==> src/rtl/gbb_pkg.sv <==
`default_nettype none

package gbb_pkg;

  // Input item kinds
  typedef enum logic {
    CMD_START = 1'b0,
    CMD_DATA  = 1'b1
  } gbb_cmd_t;

  // Queue between the front and back parts (power of two)
  localparam int QUEUE_DEPTH = 2;
  localparam int QPTR_W      = $clog2(QUEUE_DEPTH);
  localparam int QCNT_W      = $clog2(QUEUE_DEPTH + 1);

  localparam int FB_ADDR_W = 13;

  // One classified item as it waits in the queue
  typedef struct packed {
    gbb_cmd_t    kind;
    logic [7:0]  col;
    logic [7:0]  row;
    logic [8:0]  end_row;
    logic [6:0]  width;
    logic        live;
    logic [7:0]  data;
  } gbb_entry_t;

  // One result beat
  typedef struct packed {
    logic [FB_ADDR_W-1:0] fb_address;
    logic [7:0]           pixel_bits;
    logic                 write_enable;
    logic                 clear_op;
    logic                 clipped;
    logic                 glyph_done;
    logic                 last;
  } gbb_result_t;

endpackage

`default_nettype wire

==> src/rtl/gbb_front.sv <==
`default_nettype none

module gbb_front import gbb_pkg::*; #(
  parameter int MAX_GLYPH_SIZE = 64
) (
  input  logic       in_valid,
  output logic       in_stall,
  input  logic       in_command,
  input  logic [7:0] in_start_col,
  input  logic [7:0] in_start_row,
  input  logic [6:0] in_glyph_width,
  input  logic [6:0] in_glyph_height,
  input  logic [7:0] in_data_byte,
  input  logic       q_full,
  output logic       q_push,
  output gbb_entry_t q_entry
);

  // Clamp a size field to the largest glyph allowed
  function automatic logic [6:0] limit_size(input logic [6:0] v);
    logic [6:0] s;
    s = v;
    if ({1'b0, v} > 8'(MAX_GLYPH_SIZE)) s = 7'(MAX_GLYPH_SIZE);
    return s;
  endfunction

  logic [6:0] w_lim;
  logic [6:0] h_lim;

  assign in_stall = q_full;
  assign q_push   = in_valid && !q_full;

  always_comb begin
    w_lim = limit_size(in_glyph_width);
    h_lim = limit_size(in_glyph_height);
    q_entry         = '0;
    q_entry.kind    = gbb_cmd_t'(in_command);
    q_entry.col     = in_start_col;
    q_entry.row     = in_start_row;
    q_entry.end_row = {1'b0, in_start_row} + {2'b00, h_lim};
    q_entry.width   = w_lim;
    q_entry.live    = (w_lim != '0) && (h_lim != '0);
    q_entry.data    = in_data_byte;
  end

endmodule

`default_nettype wire

==> src/rtl/gbb_queue.sv <==
`default_nettype none

module gbb_queue import gbb_pkg::*; (
  input  logic       clk,
  input  logic       rst_n,
  input  logic       push,
  input  gbb_entry_t push_entry,
  output logic       full,
  output logic       head_valid,
  output gbb_entry_t head,
  input  logic       pop
);

  gbb_entry_t          slots_r [QUEUE_DEPTH];
  logic [QPTR_W-1:0]   wr_ptr_r, wr_ptr_nxt;
  logic [QPTR_W-1:0]   rd_ptr_r, rd_ptr_nxt;
  logic [QCNT_W-1:0]   count_r, count_nxt;

  assign full       = (count_r == QCNT_W'(QUEUE_DEPTH));
  assign head_valid = (count_r != '0);
  assign head       = slots_r[rd_ptr_r];

  always_comb begin
    wr_ptr_nxt = wr_ptr_r;
    rd_ptr_nxt = rd_ptr_r;
    count_nxt  = count_r;
    if (push) wr_ptr_nxt = wr_ptr_r + 1'b1;
    if (pop)  rd_ptr_nxt = rd_ptr_r + 1'b1;
    if (push && !pop) count_nxt = count_r + 1'b1;
    else if (!push && pop) count_nxt = count_r - 1'b1;
  end

  always_ff @(posedge clk) begin
    if (!rst_n) begin
      wr_ptr_r <= '0;
      rd_ptr_r <= '0;
      count_r  <= '0;
    end else begin
      wr_ptr_r <= wr_ptr_nxt;
      rd_ptr_r <= rd_ptr_nxt;
      count_r  <= count_nxt;
    end
  end

  always_ff @(posedge clk) begin
    if (push) slots_r[wr_ptr_r] <= push_entry;
  end

endmodule

`default_nettype wire

==> src/rtl/gbb_back.sv <==
`default_nettype none

module gbb_back import gbb_pkg::*; #(
  parameter int VRAM_ROW_PIXELS = 256,
  parameter int BUF_ROWS        = 208,
  parameter int BUF_ROW_BYTES   = 32
) (
  input  logic        clk,
  input  logic        rst_n,
  input  logic        cfg_write_en,
  input  logic        cfg_clear_mode,
  input  logic        head_valid,
  input  gbb_entry_t  head,
  output logic        pop,
  input  logic        out_stall,
  output logic        res_valid,
  output gbb_result_t res
);

  localparam int SUM_W = 10 + $clog2(VRAM_ROW_PIXELS);
  localparam int AW    = SUM_W - 3;
  localparam int LIMIT = BUF_ROWS * BUF_ROW_BYTES;

  logic              clear_mode_r;
  logic              active_r, active_nxt;
  logic [8:0]        cursor_col_r, cursor_col_nxt;
  logic [8:0]        cursor_row_r, cursor_row_nxt;
  logic [8:0]        end_row_r, end_row_nxt;
  logic [7:0]        left_col_r, left_col_nxt;
  logic [6:0]        row_width_r, row_width_nxt;
  logic [6:0]        width_left_r, width_left_nxt;
  logic [2:0]        bit_offset_r, bit_offset_nxt;
  logic              out_valid_r, out_valid_nxt;
  gbb_result_t       out_r, out_nxt;

  logic              out_ready;
  logic [2:0]        sub;
  logic [3:0]        room_byte, room_data, use_n, bo_sum;
  logic [7:0]        mask, shifted, bits;
  logic [SUM_W-1:0]  row_base, pix_index;
  logic [AW-1:0]     addr_full;
  logic              over;
  logic [8:0]        col_step, row_step;
  logic [6:0]        wl_step;
  logic              row_end, glyph_end;

  assign out_ready = !out_valid_r || !out_stall;
  assign res_valid = out_valid_r;
  assign res       = out_r;

  // Datapath for the piece at the cursor
  always_comb begin
    sub       = cursor_col_r[2:0];
    room_byte = 4'd8 - {1'b0, sub};
    room_data = 4'd8 - {1'b0, bit_offset_r};
    use_n     = room_byte;
    if ({3'b000, use_n} > width_left_r) use_n = width_left_r[3:0];
    if (room_data < use_n) use_n = room_data;
    mask      = 8'(8'hff << (4'd8 - use_n));
    shifted   = 8'(head.data << bit_offset_r);
    bits      = (shifted & mask) >> sub;
    row_base  = SUM_W'(cursor_row_r) * SUM_W'(VRAM_ROW_PIXELS);
    pix_index = row_base + SUM_W'(cursor_col_r);
    addr_full = pix_index[SUM_W-1:3];
    over      = 32'(addr_full) >= 32'(LIMIT);
    col_step  = cursor_col_r + 9'(use_n);
    wl_step   = width_left_r - 7'(use_n);
    row_step  = cursor_row_r + 9'd1;
    bo_sum    = {1'b0, bit_offset_r} + use_n;
    row_end   = (wl_step == '0);
    glyph_end = row_end && (row_step == end_row_r);
  end

  always_comb begin
    active_nxt     = active_r;
    cursor_col_nxt = cursor_col_r;
    cursor_row_nxt = cursor_row_r;
    end_row_nxt    = end_row_r;
    left_col_nxt   = left_col_r;
    row_width_nxt  = row_width_r;
    width_left_nxt = width_left_r;
    bit_offset_nxt = bit_offset_r;
    out_valid_nxt  = out_valid_r && out_stall;
    out_nxt        = out_r;
    pop            = 1'b0;

    if (head_valid) begin
      if (head.kind == CMD_START) begin
        pop            = 1'b1;
        left_col_nxt   = head.col;
        cursor_col_nxt = {1'b0, head.col};
        cursor_row_nxt = {1'b0, head.row};
        end_row_nxt    = head.end_row;
        row_width_nxt  = head.width;
        width_left_nxt = head.width;
        bit_offset_nxt = '0;
        active_nxt     = head.live;
      end else if (!active_r) begin
        // drop data with no glyph in progress
        pop = 1'b1;
      end else if (out_ready) begin
        out_valid_nxt      = 1'b1;
        out_nxt            = '0;
        out_nxt.clear_op   = clear_mode_r;
        if (over) begin
          out_nxt.clipped    = 1'b1;
          out_nxt.glyph_done = 1'b1;
          out_nxt.last       = 1'b1;
          active_nxt         = 1'b0;
          pop                = 1'b1;
        end else begin
          out_nxt.fb_address   = FB_ADDR_W'(addr_full);
          out_nxt.pixel_bits   = bits;
          out_nxt.write_enable = 1'b1;
          out_nxt.glyph_done   = glyph_end;
          out_nxt.last         = glyph_end || bo_sum[3];
          pop                  = glyph_end || bo_sum[3];
          bit_offset_nxt       = bo_sum[2:0];
          cursor_col_nxt       = col_step;
          width_left_nxt       = wl_step;
          if (row_end) begin
            cursor_row_nxt = row_step;
            cursor_col_nxt = {1'b0, left_col_r};
            width_left_nxt = row_width_r;
            if (glyph_end) active_nxt = 1'b0;
          end
        end
      end
    end
  end

  always_ff @(posedge clk) begin
    if (!rst_n) begin
      clear_mode_r <= 1'b0;
      active_r     <= 1'b0;
      cursor_col_r <= '0;
      cursor_row_r <= '0;
      end_row_r    <= '0;
      left_col_r   <= '0;
      row_width_r  <= '0;
      width_left_r <= '0;
      bit_offset_r <= '0;
      out_valid_r  <= 1'b0;
    end else begin
      if (cfg_write_en) clear_mode_r <= cfg_clear_mode;
      active_r     <= active_nxt;
      cursor_col_r <= cursor_col_nxt;
      cursor_row_r <= cursor_row_nxt;
      end_row_r    <= end_row_nxt;
      left_col_r   <= left_col_nxt;
      row_width_r  <= row_width_nxt;
      width_left_r <= width_left_nxt;
      bit_offset_r <= bit_offset_nxt;
      out_valid_r  <= out_valid_nxt;
    end
  end

  always_ff @(posedge clk) begin
    out_r <= out_nxt;
  end

endmodule

`default_nettype wire

==> src/rtl/glyph_bit_blit_unit.sv <==
`default_nettype none

// Channel  | Direction | Handshake           | Beat payload
// ---------+-----------+---------------------+----------------------------------------------
// in_      | sink      | in_valid/in_stall   | command, start_col/row, glyph_width/height, data
// out_     | source    | out_valid/out_stall | fb_address, pixel_bits, flags, last
// cfg_     | sink      | cfg_write_en        | clear_mode
//
// Flow: a start beat is popped as soon as it heads the queue and makes no result;
//   a data beat yields 1 to 8 framebuffer pieces, one per cycle while the output
//   is not stalled, from the single piece datapath in the back part. Data with no glyph in progress is dropped.
// Reset: synchronous rst_n clears the queue, glyph state, clear_mode and the output valid flag.
// Stalls: a two-entry queue parts input from execution; the output register holds
//   a stalled result while the queue keeps accepting input beats until it is full.

module glyph_bit_blit_unit import gbb_pkg::*; #(
  parameter int VRAM_ROW_PIXELS = 256,
  parameter int BUF_ROWS        = 208,
  parameter int BUF_ROW_BYTES   = 32,
  parameter int MAX_GLYPH_SIZE  = 64
) (
  input  logic        clk,
  input  logic        rst_n,
  input  logic        cfg_write_en,
  input  logic        cfg_clear_mode,
  input  logic        in_valid,
  output logic        in_stall,
  input  logic        in_command,
  input  logic [7:0]  in_start_col,
  input  logic [7:0]  in_start_row,
  input  logic [6:0]  in_glyph_width,
  input  logic [6:0]  in_glyph_height,
  input  logic [7:0]  in_data_byte,
  output logic        out_valid,
  input  logic        out_stall,
  output logic [12:0] out_fb_address,
  output logic [7:0]  out_pixel_bits,
  output logic        out_write_enable,
  output logic        out_clear_op,
  output logic        out_clipped,
  output logic        out_glyph_done,
  output logic        out_last
);

  logic        q_push, q_full, q_head_valid, q_pop;
  gbb_entry_t  q_entry, q_head;
  gbb_result_t res;

  // Front: classify the beat, clamp sizes, precompute the end row
  gbb_front #(
    .MAX_GLYPH_SIZE(MAX_GLYPH_SIZE)
  ) u_front (
    .in_valid       (in_valid),
    .in_stall       (in_stall),
    .in_command     (in_command),
    .in_start_col   (in_start_col),
    .in_start_row   (in_start_row),
    .in_glyph_width (in_glyph_width),
    .in_glyph_height(in_glyph_height),
    .in_data_byte   (in_data_byte),
    .q_full         (q_full),
    .q_push         (q_push),
    .q_entry        (q_entry)
  );

  gbb_queue u_queue (
    .clk       (clk),
    .rst_n     (rst_n),
    .push      (q_push),
    .push_entry(q_entry),
    .full      (q_full),
    .head_valid(q_head_valid),
    .head      (q_head),
    .pop       (q_pop)
  );

  // Back: walk the glyph cursor, one framebuffer piece per cycle while the output is not stalled
  gbb_back #(
    .VRAM_ROW_PIXELS(VRAM_ROW_PIXELS),
    .BUF_ROWS       (BUF_ROWS),
    .BUF_ROW_BYTES  (BUF_ROW_BYTES)
  ) u_back (
    .clk           (clk),
    .rst_n         (rst_n),
    .cfg_write_en  (cfg_write_en),
    .cfg_clear_mode(cfg_clear_mode),
    .head_valid    (q_head_valid),
    .head          (q_head),
    .pop           (q_pop),
    .out_stall     (out_stall),
    .res_valid     (out_valid),
    .res           (res)
  );

  assign out_fb_address   = res.fb_address;
  assign out_pixel_bits   = res.pixel_bits;
  assign out_write_enable = res.write_enable;
  assign out_clear_op     = res.clear_op;
  assign out_clipped      = res.clipped;
  assign out_glyph_done   = res.glyph_done;
  assign out_last         = res.last;

endmodule

`default_nettype wire

==> config.mk <==
export PLATFORM = sky130hd
export DESIGN_NAME = glyph_bit_blit_unit
export DESIGN_NICKNAME = d
export VERILOG_FILES = /design/src/rtl/gbb_pkg.sv /design/src/rtl/gbb_front.sv /design/src/rtl/gbb_queue.sv /design/src/rtl/gbb_back.sv /design/src/rtl/glyph_bit_blit_unit.sv
export SDC_FILE = /design/constraint.sdc
export NUM_CORES = 1
export LEC_CHECK = 0
export BUFFER_PORTS_ARGS = -buffer_cell sky130_fd_sc_hd__buf_2
export CORE_MARGIN = 2
export CORE_UTILIZATION = 55
export DETAILED_ROUTE_END_ITERATION = 10
export PLACE_DENSITY = 0.86
export SLEW_MARGIN = 20
export SYNTH_ARGS = -nofsm -noshare
export SYNTH_HDL_FRONTEND = slang
export SYNTH_HIERARCHICAL = 1
export SYNTH_SLANG_ARGS = --single-unit
==> constraint.sdc <==
create_clock -name clk -period 7.16 [get_ports clk]
set_input_delay 1.79 -clock clk [delete_from_list [all_inputs] [get_ports clk]]
set_output_delay 1.79 -clock clk [all_outputs]
set_load 0.02 [all_outputs]
==> impl_metrics.toml, run 1 <==
[critical_path]
cp.arrival_ns = 7.13
worstPathRequired_ns = 7.52
startpoint = "u_back/cursor_col_r[0]$_SDFFE_PN0P_"
reg2reg_from = "u_back/cursor_col_r[0]$_SDFFE_PN0P_"
crit_type = "reg2reg"
crit_top_cell = "ha_1"
critPathMaxStageDelay_ns = 0.41
cp_max_fo = 7
worst_path_max_delay_cell = "ha_1"
end_kind = "flip-flop"
critPathLaunchType = "flip-flop"

[global_routing]
gr-usage-all-layers_pct = 23.74
grt_pass1_wl_um = 34050
grt_overflow = 0
grt_max_degree = 62
grt_pass1_vias = 6654
antenna_found_initial = 0

[timing]
max_freq_mhz = 147.6
setup_viol = 0
slew-limit-headroom_pct = 29.46
fin_crit_sh_pct = 94.59
grt_setup_unrepaired = "false"
finalCriticalPeriod_ns = 6.773
maxSlewViolCount = 0
tightest_slew_ns = 1.058
hold_viol = 0
finClkSkew_ns = 0.009750

[clocking]
clockBufferDepth = 2
cts_tree = "built"
holdBufCountCts = 0
clock-root-buffer = "clkbuf_16"
cts_buffers = 17
clk_latency_ns = 0.43
cts.htree.levels = 4
path_clk_slew_ns = 0.06
cts.sinks = 170

[floorplan]
rows = 48
die_x_um = 135.8
pin_count = 73
core_area_sq_um = 17120
die_h_um = 135.8
start_util_pct = 55.77
die_area_sq_um = 18430

[detailed_routing]
wl_per_cell_um = 18.02
drt_pass1_iterations = 5
via_count = 7003
drtIter0Drc = 538
drc = 0
ant_nets = 0
vias_per_cell = 6.047
routed_wl_um = 20870

[placement]
port_buffers = 72
gp_congestion = 0.9348
post-dp-hpwl_um = 14230
dpl-instance-area_sq_um = 9893

[finish]
drive_gt1_share_pct = 22.72
postLayoutCellArea_sq_um = 10490
area_growth_pct = 9.909
fill_cells = 1373
diodes = 0
fin_nets = 1001

[job]
cap_violations = 0

[synth]
seq_area_frac_synth_pct = 47.18
synthArstFlopShare_pct = 0
yosys-top-cells-area = "edfxtp_1, dfxtp_1, mux2_2"
syn_area_sq_um = 9547
synth_top_area_share_pct = 34.60
yosysTopAreaCell = "edfxtp_1"
synth_edf_count = 110
syn_nets = 972
synthFlopType = "edfxtp_1"
ys.warnings.count = 6
synth_seq_cells = 170
synth_area_per_cell_sq_um = 10.71
ys_types = 87
synthCells = 891

[run_status]
outcome = "finished, final reports clean"

[min_path]
hold_path_startpoint = "u_back/clear_mode_r$_SDFFE_PN0P_"
hp-class = "reg2reg"
==> path summary, 6_finish.rpt <==
check	end	slack, ns	cells past startpoint
setup / recovery	u_queue/count_r[1]$_SDFFE_PN0P_	0.39	27
hold / removal	u_back/res[3]$_DFFE_PP_	0.44	0
setup reg to reg	u_queue/count_r[1]$_SDFFE_PN0P_	0.39	27
hold reg to reg	u_back/res[3]$_DFFE_PP_	0.44	0
==> critical path, delay by kind of cell (launching register included) <==
kind / cells / cell delay, ns
AO/OA/AOI/OAI: 9 / 2.25
AND/OR/NAND/NOR: 10 / 2.24
adder cells (fa/ha/maj): 5 / 1.50
flip-flops: 1 / 0.39
buffers and inverters: 3 / 0.32
==> flip-flops by register name, indices dropped and copies added, names as in the netlist, named ones only <==
| name | count |
|---|---|
| u_back/res | 26 |
| u_back/res_valid | 1 |
| u_queue/count_r | 2 |
| u_back/cursor_col_r | 9 |
| u_queue/rd_ptr_r | 1 |
| u_back/bit_offset_r | 3 |
| u_back/clear_mode_r | 1 |
| u_back/row_width_r | 7 |
| u_back/end_row_r | 9 |
| u_queue/wr_ptr_r | 1 |
| u_back/width_left_r | 7 |
| u_back/left_col_r | 8 |
| u_back/cursor_row_r | 9 |
| u_queue/slots_r | 84 |
| u_back/active_r | 1 |
==> layer usage <==
metal	share of wire, %	up-vias	track usage [%]
li1	-	3336	-
met1	45	3374	32.87
met2	47	266	37.60
met3	6.7	27	4.863
met4	1.5	0	7.581
met5	0	-	0
==> stage by stage <==
step                      hold WS [ns]  util, %  instances  TNS [ns]  setup slack, ns
after floorplan                 0.4076        -        891         0           0.3630
after global placement          0.4134    57.80       1124         0           0.1914
after detailed placement        0.4318    57.80       1124  -0.04426         -0.04426
after CTS                       0.4474    61.13       1156         0          0.04838
after global routing            0.4616    61.30       1158         0          0.01055
final                           0.4395    61.30       1158         0           0.3871
==> synth_stat cells, types with 4 or more instances <==
library cell and count:
buf_2 4, a21o_1 10, nand4_1 4, xor2_1 18
xnor2_1 26, o31ai_1 6, nor2b_1 23, ha_1 33
and2_1 6, nand3_1 30, clkbuf_1 41, mux2_2 45
and3_1 6, o211ai_1 15, a21oi_1 32, o21ai_0 34
dfxtp_1 60, nor3_1 26, o21a_1 6, mux2i_1 12
buf_4 30, or2_2 4, edfxtp_1 110, nand2_1 88
nor2_1 35, nor4_1 11, inv_1 24, a31oi_1 9
a211oi_2 5, or3_1 12, a211oi_1 8, a21boi_0 22
and2b_2 7, buf_1 4, a311oi_1 13
==> cells by family (layout without fill, tap and decap cells) <==
kind of cell / count (synthesis) / count (layout) / synth area share (%)
adders and majority gates: 37 / 37 / 5.059
xor gates and xnor gates: 44 / 44 / 4.037
buffers and inverters: 108 / 150 / 5.714
muxes: 57 / 57 / 6.566
DFF: 170 / 170 / 47.18
AOI/OAI and AO/OA: 206 / 206 / 16.87
and+or+nand+nor: 269 / 269 / 14.57
==> repair_timing <==
action                     4_1_cts  5_1_grt
pin swaps                        0        3
resized for setup                3        7
buffers inserted                 0        2
setup endpoints to repair        1        2
==> placed cells by master, fill, tap and decap left out, types with 18 or more instances in the layout <==
cell      Yosys  final
nand3_1      30     30
a21oi_1      32     31
nor2b_1      23     22
o21ai_0      34     32
xor2_1       18     18
dfxtp_1      60     59
buf_4        30     21
nor2_1       35     35
mux2_2       45     45
xnor2_1      26     26
buf_2         4     72
nand2_1      88     88
edfxtp_1    110    110
inv_1        24     24
a21boi_0     22     22
ha_1         33     32
nor3_1       26     25
==> final cells by class <==
type | instances | area [sq um] | share of cell area (%)
repair buffers | 93 | 518.0 | 4.937
clock inverters | 12 | 116.4 | 1.109
multi-input cells | 613 | 4541 | 43.27
well taps | 225 | 281.5 | 2.683
flip-flops and latches | 170 | 4506 | 42.94
clock buffers | 20 | 436.7 | 4.162
inverters | 25 | 93.84 | 0.8943
Power of run 1 is not shown: default switching activity piles up to over one toggle a cycle in this logic, so the estimate is an artifact.
==> run 2: changes to the inputs <==
--- a/config.mk
+++ b/config.mk
@@ -9,7 +9,7 @@
 export CORE_MARGIN = 2
 export CORE_UTILIZATION = 55
 export DETAILED_ROUTE_END_ITERATION = 10
-export PLACE_DENSITY = 0.86
+export PLACE_DENSITY = 0.83
 export SLEW_MARGIN = 20
 export SYNTH_ARGS = -nofsm -noshare
 export SYNTH_HDL_FRONTEND = slang
==> constraint.sdc (replaced) <==
create_clock -name clk -period 6.4 [get_ports clk]
set_input_delay 1.6 -clock clk [delete_from_list [all_inputs] [get_ports clk]]
set_output_delay 1.6 -clock clk [all_outputs]
set_load 0.02 [all_outputs]
==> impl_metrics.toml, run 2 (same netlist as run 1, synthesis figures left out) <==
[finish]
seq_area_sq_um = 4513
final_cell_mix = "edfxtp_1, nand2_1, buf_2"
multi_input_area_sq_um = 4649
fin_nets = 1007
top_register = "u_queue/slots_r"
largest_reg_flops = 84
area_growth_pct = 11.91
layout_commonest_cell = "edfxtp_1"
drive_gt1_share_pct = 24.81
diodes = 0
postLayoutCoreUtil_pct = 62.42
fill_cells = 1341

[detailed_routing]
vias_per_cell = 6.033
via_count = 7022
drtIter0Drc = 418
wl_per_cell_um = 17.89
drt_pass1_iterations = 5
drc = 0
ant_nets = 0
routed_wl_um = 20830

[global_routing]
antenna_found_initial = 0
grt_pass1_vias = 6736
grt_pass1_wl_um = 33630
grt_max_degree = 62
gr-usage-all-layers_pct = 23.55
grt_overflow = 0

[run_status]
outcome = "finished, final reports clean"

[floorplan]
rows = 48
pin_count = 73
die_x_um = 135.8
die_h_um = 135.8
die_area_sq_um = 18430
start_util_pct = 55.77
core_area_sq_um = 17120

[critical_path]
critPathMaxStageDelay_ns = 0.42
crit_buf_inv = 3
cp.arrival_ns = 6.51
worstPathRequired_ns = 6.76
r2r_cells = 28
critPathLaunchType = "flip-flop"
crit_type = "reg2reg"
cp_max_fo = 6
critPathTopFamily = "simple AND/OR/NAND/NOR gates"
end_kind = "flip-flop"
crit_cells = 28
worst_path_max_delay_cell = "a2111oi_4"

[clocking]
cts_buffers = 17
cts.sinks = 170
holdBufCountCts = 0
cts.htree.levels = 4
cts_tree = "built"
path_clk_slew_ns = 0.07
clockBufferDepth = 2
clk_latency_ns = 0.44
clock-root-buffer = "clkbuf_16"

[timing]
finClkSkew_ns = 0.01037
max_freq_mhz = 162.7
finalCriticalPeriod_ns = 6.146
setup_viol = 0
tightest_slew_ns = 1.059
maxSlewViolCount = 0
slew-limit-headroom_pct = 29.41
fin_crit_sh_pct = 96.03
hold_viol = 0

[placement]
post-dp-hpwl_um = 14130
port_buffers = 72
gp_congestion = 0.9724

[job]
cap_violations = 0

[min_path]
worstHoldPathCells = 0
hp-class = "reg2reg"
[run 2: cell count changes in the layout (fill, tap and decap cells not counted), sizes merged]
cell      previous run  this run
buf                 93        99
clkinv               4         5
clkinvlp             3         2
[run 2: worst paths after layout]
| kind | from | to | slack, ns |
|---|---|---|---|
| setup / recovery | u_back/cursor_col_r[0]$_SDFFE_PN0P_ | u_queue/count_r[1]$_SDFFE_PN0P_ | 0.25 |
| hold / removal | u_back/clear_mode_r$_SDFFE_PN0P_ | u_back/res[3]$_DFFE_PP_ | 0.44 |
| setup reg to reg | u_back/cursor_col_r[0]$_SDFFE_PN0P_ | u_queue/count_r[1]$_SDFFE_PN0P_ | 0.25 |
| hold reg to reg | u_back/clear_mode_r$_SDFFE_PN0P_ | u_back/res[3]$_DFFE_PP_ | 0.44 |
[run 2: final cells by class]
cell class,count,share of cell area [%]
timing repair buffer,99,5.270
clock inverter,12,1.265
sequential,170,42.24
multi-input combinational,613,43.52
tap,225,2.635
inverter,25,0.8900
clock buffer,20,4.181
[run 2: metrics by stage]
stage / instance area (sq um) / setup WS, ns / hold slack (ns) / TNS (ns) / instances
6_report: 10680 / 0.2540 / 0.4402 / 0 / 1164
5_1_grt: 10680 / -0.005369 / 0.4575 / -0.005369 / 1164
4_1_cts: 10580 / 0.02486 / 0.4485 / 0 / 1163
3_5_place_dp: 9976 / -0.07249 / 0.4315 / -0.07249 / 1130
3_3_place_gp: 9976 / 0.1013 / 0.4182 / 0 / 1130
2_1_floorplan: 9587 / 0.03268 / 0.4076 / 0 / 891
[run 2: routing by layer]
layer  global-route usage [%]  share of wire [%]  up-vias
li1                         -                  -     3347
met1                    31.97                 45     3353
met2                    36.84                 46      279
met3                    5.163                6.4       43
met4                    9.433                2.2        0
met5                        0                  0        -
[run 2: worst reg2reg max path: cells and delay by family (launching register included)]
family                   cells  cell delay, ns
AND/OR/NAND/NOR             10            2.06
AO/OA/AOI/OAI                9            2.06
adder cells (fa/ha/maj)      5            1.23
flip-flops                   1            0.37
buffers and inverters        3            0.22
XOR/XNOR                     1            0.13
[run 2: repair_timing]
action | CTS | global route
setup endpoints to repair | 1 | 24
setup buffers | 1 | 1
gates resized for setup | 3 | 22
pin swaps | 3 | 7
Power of run 2 is left out for the same reason.
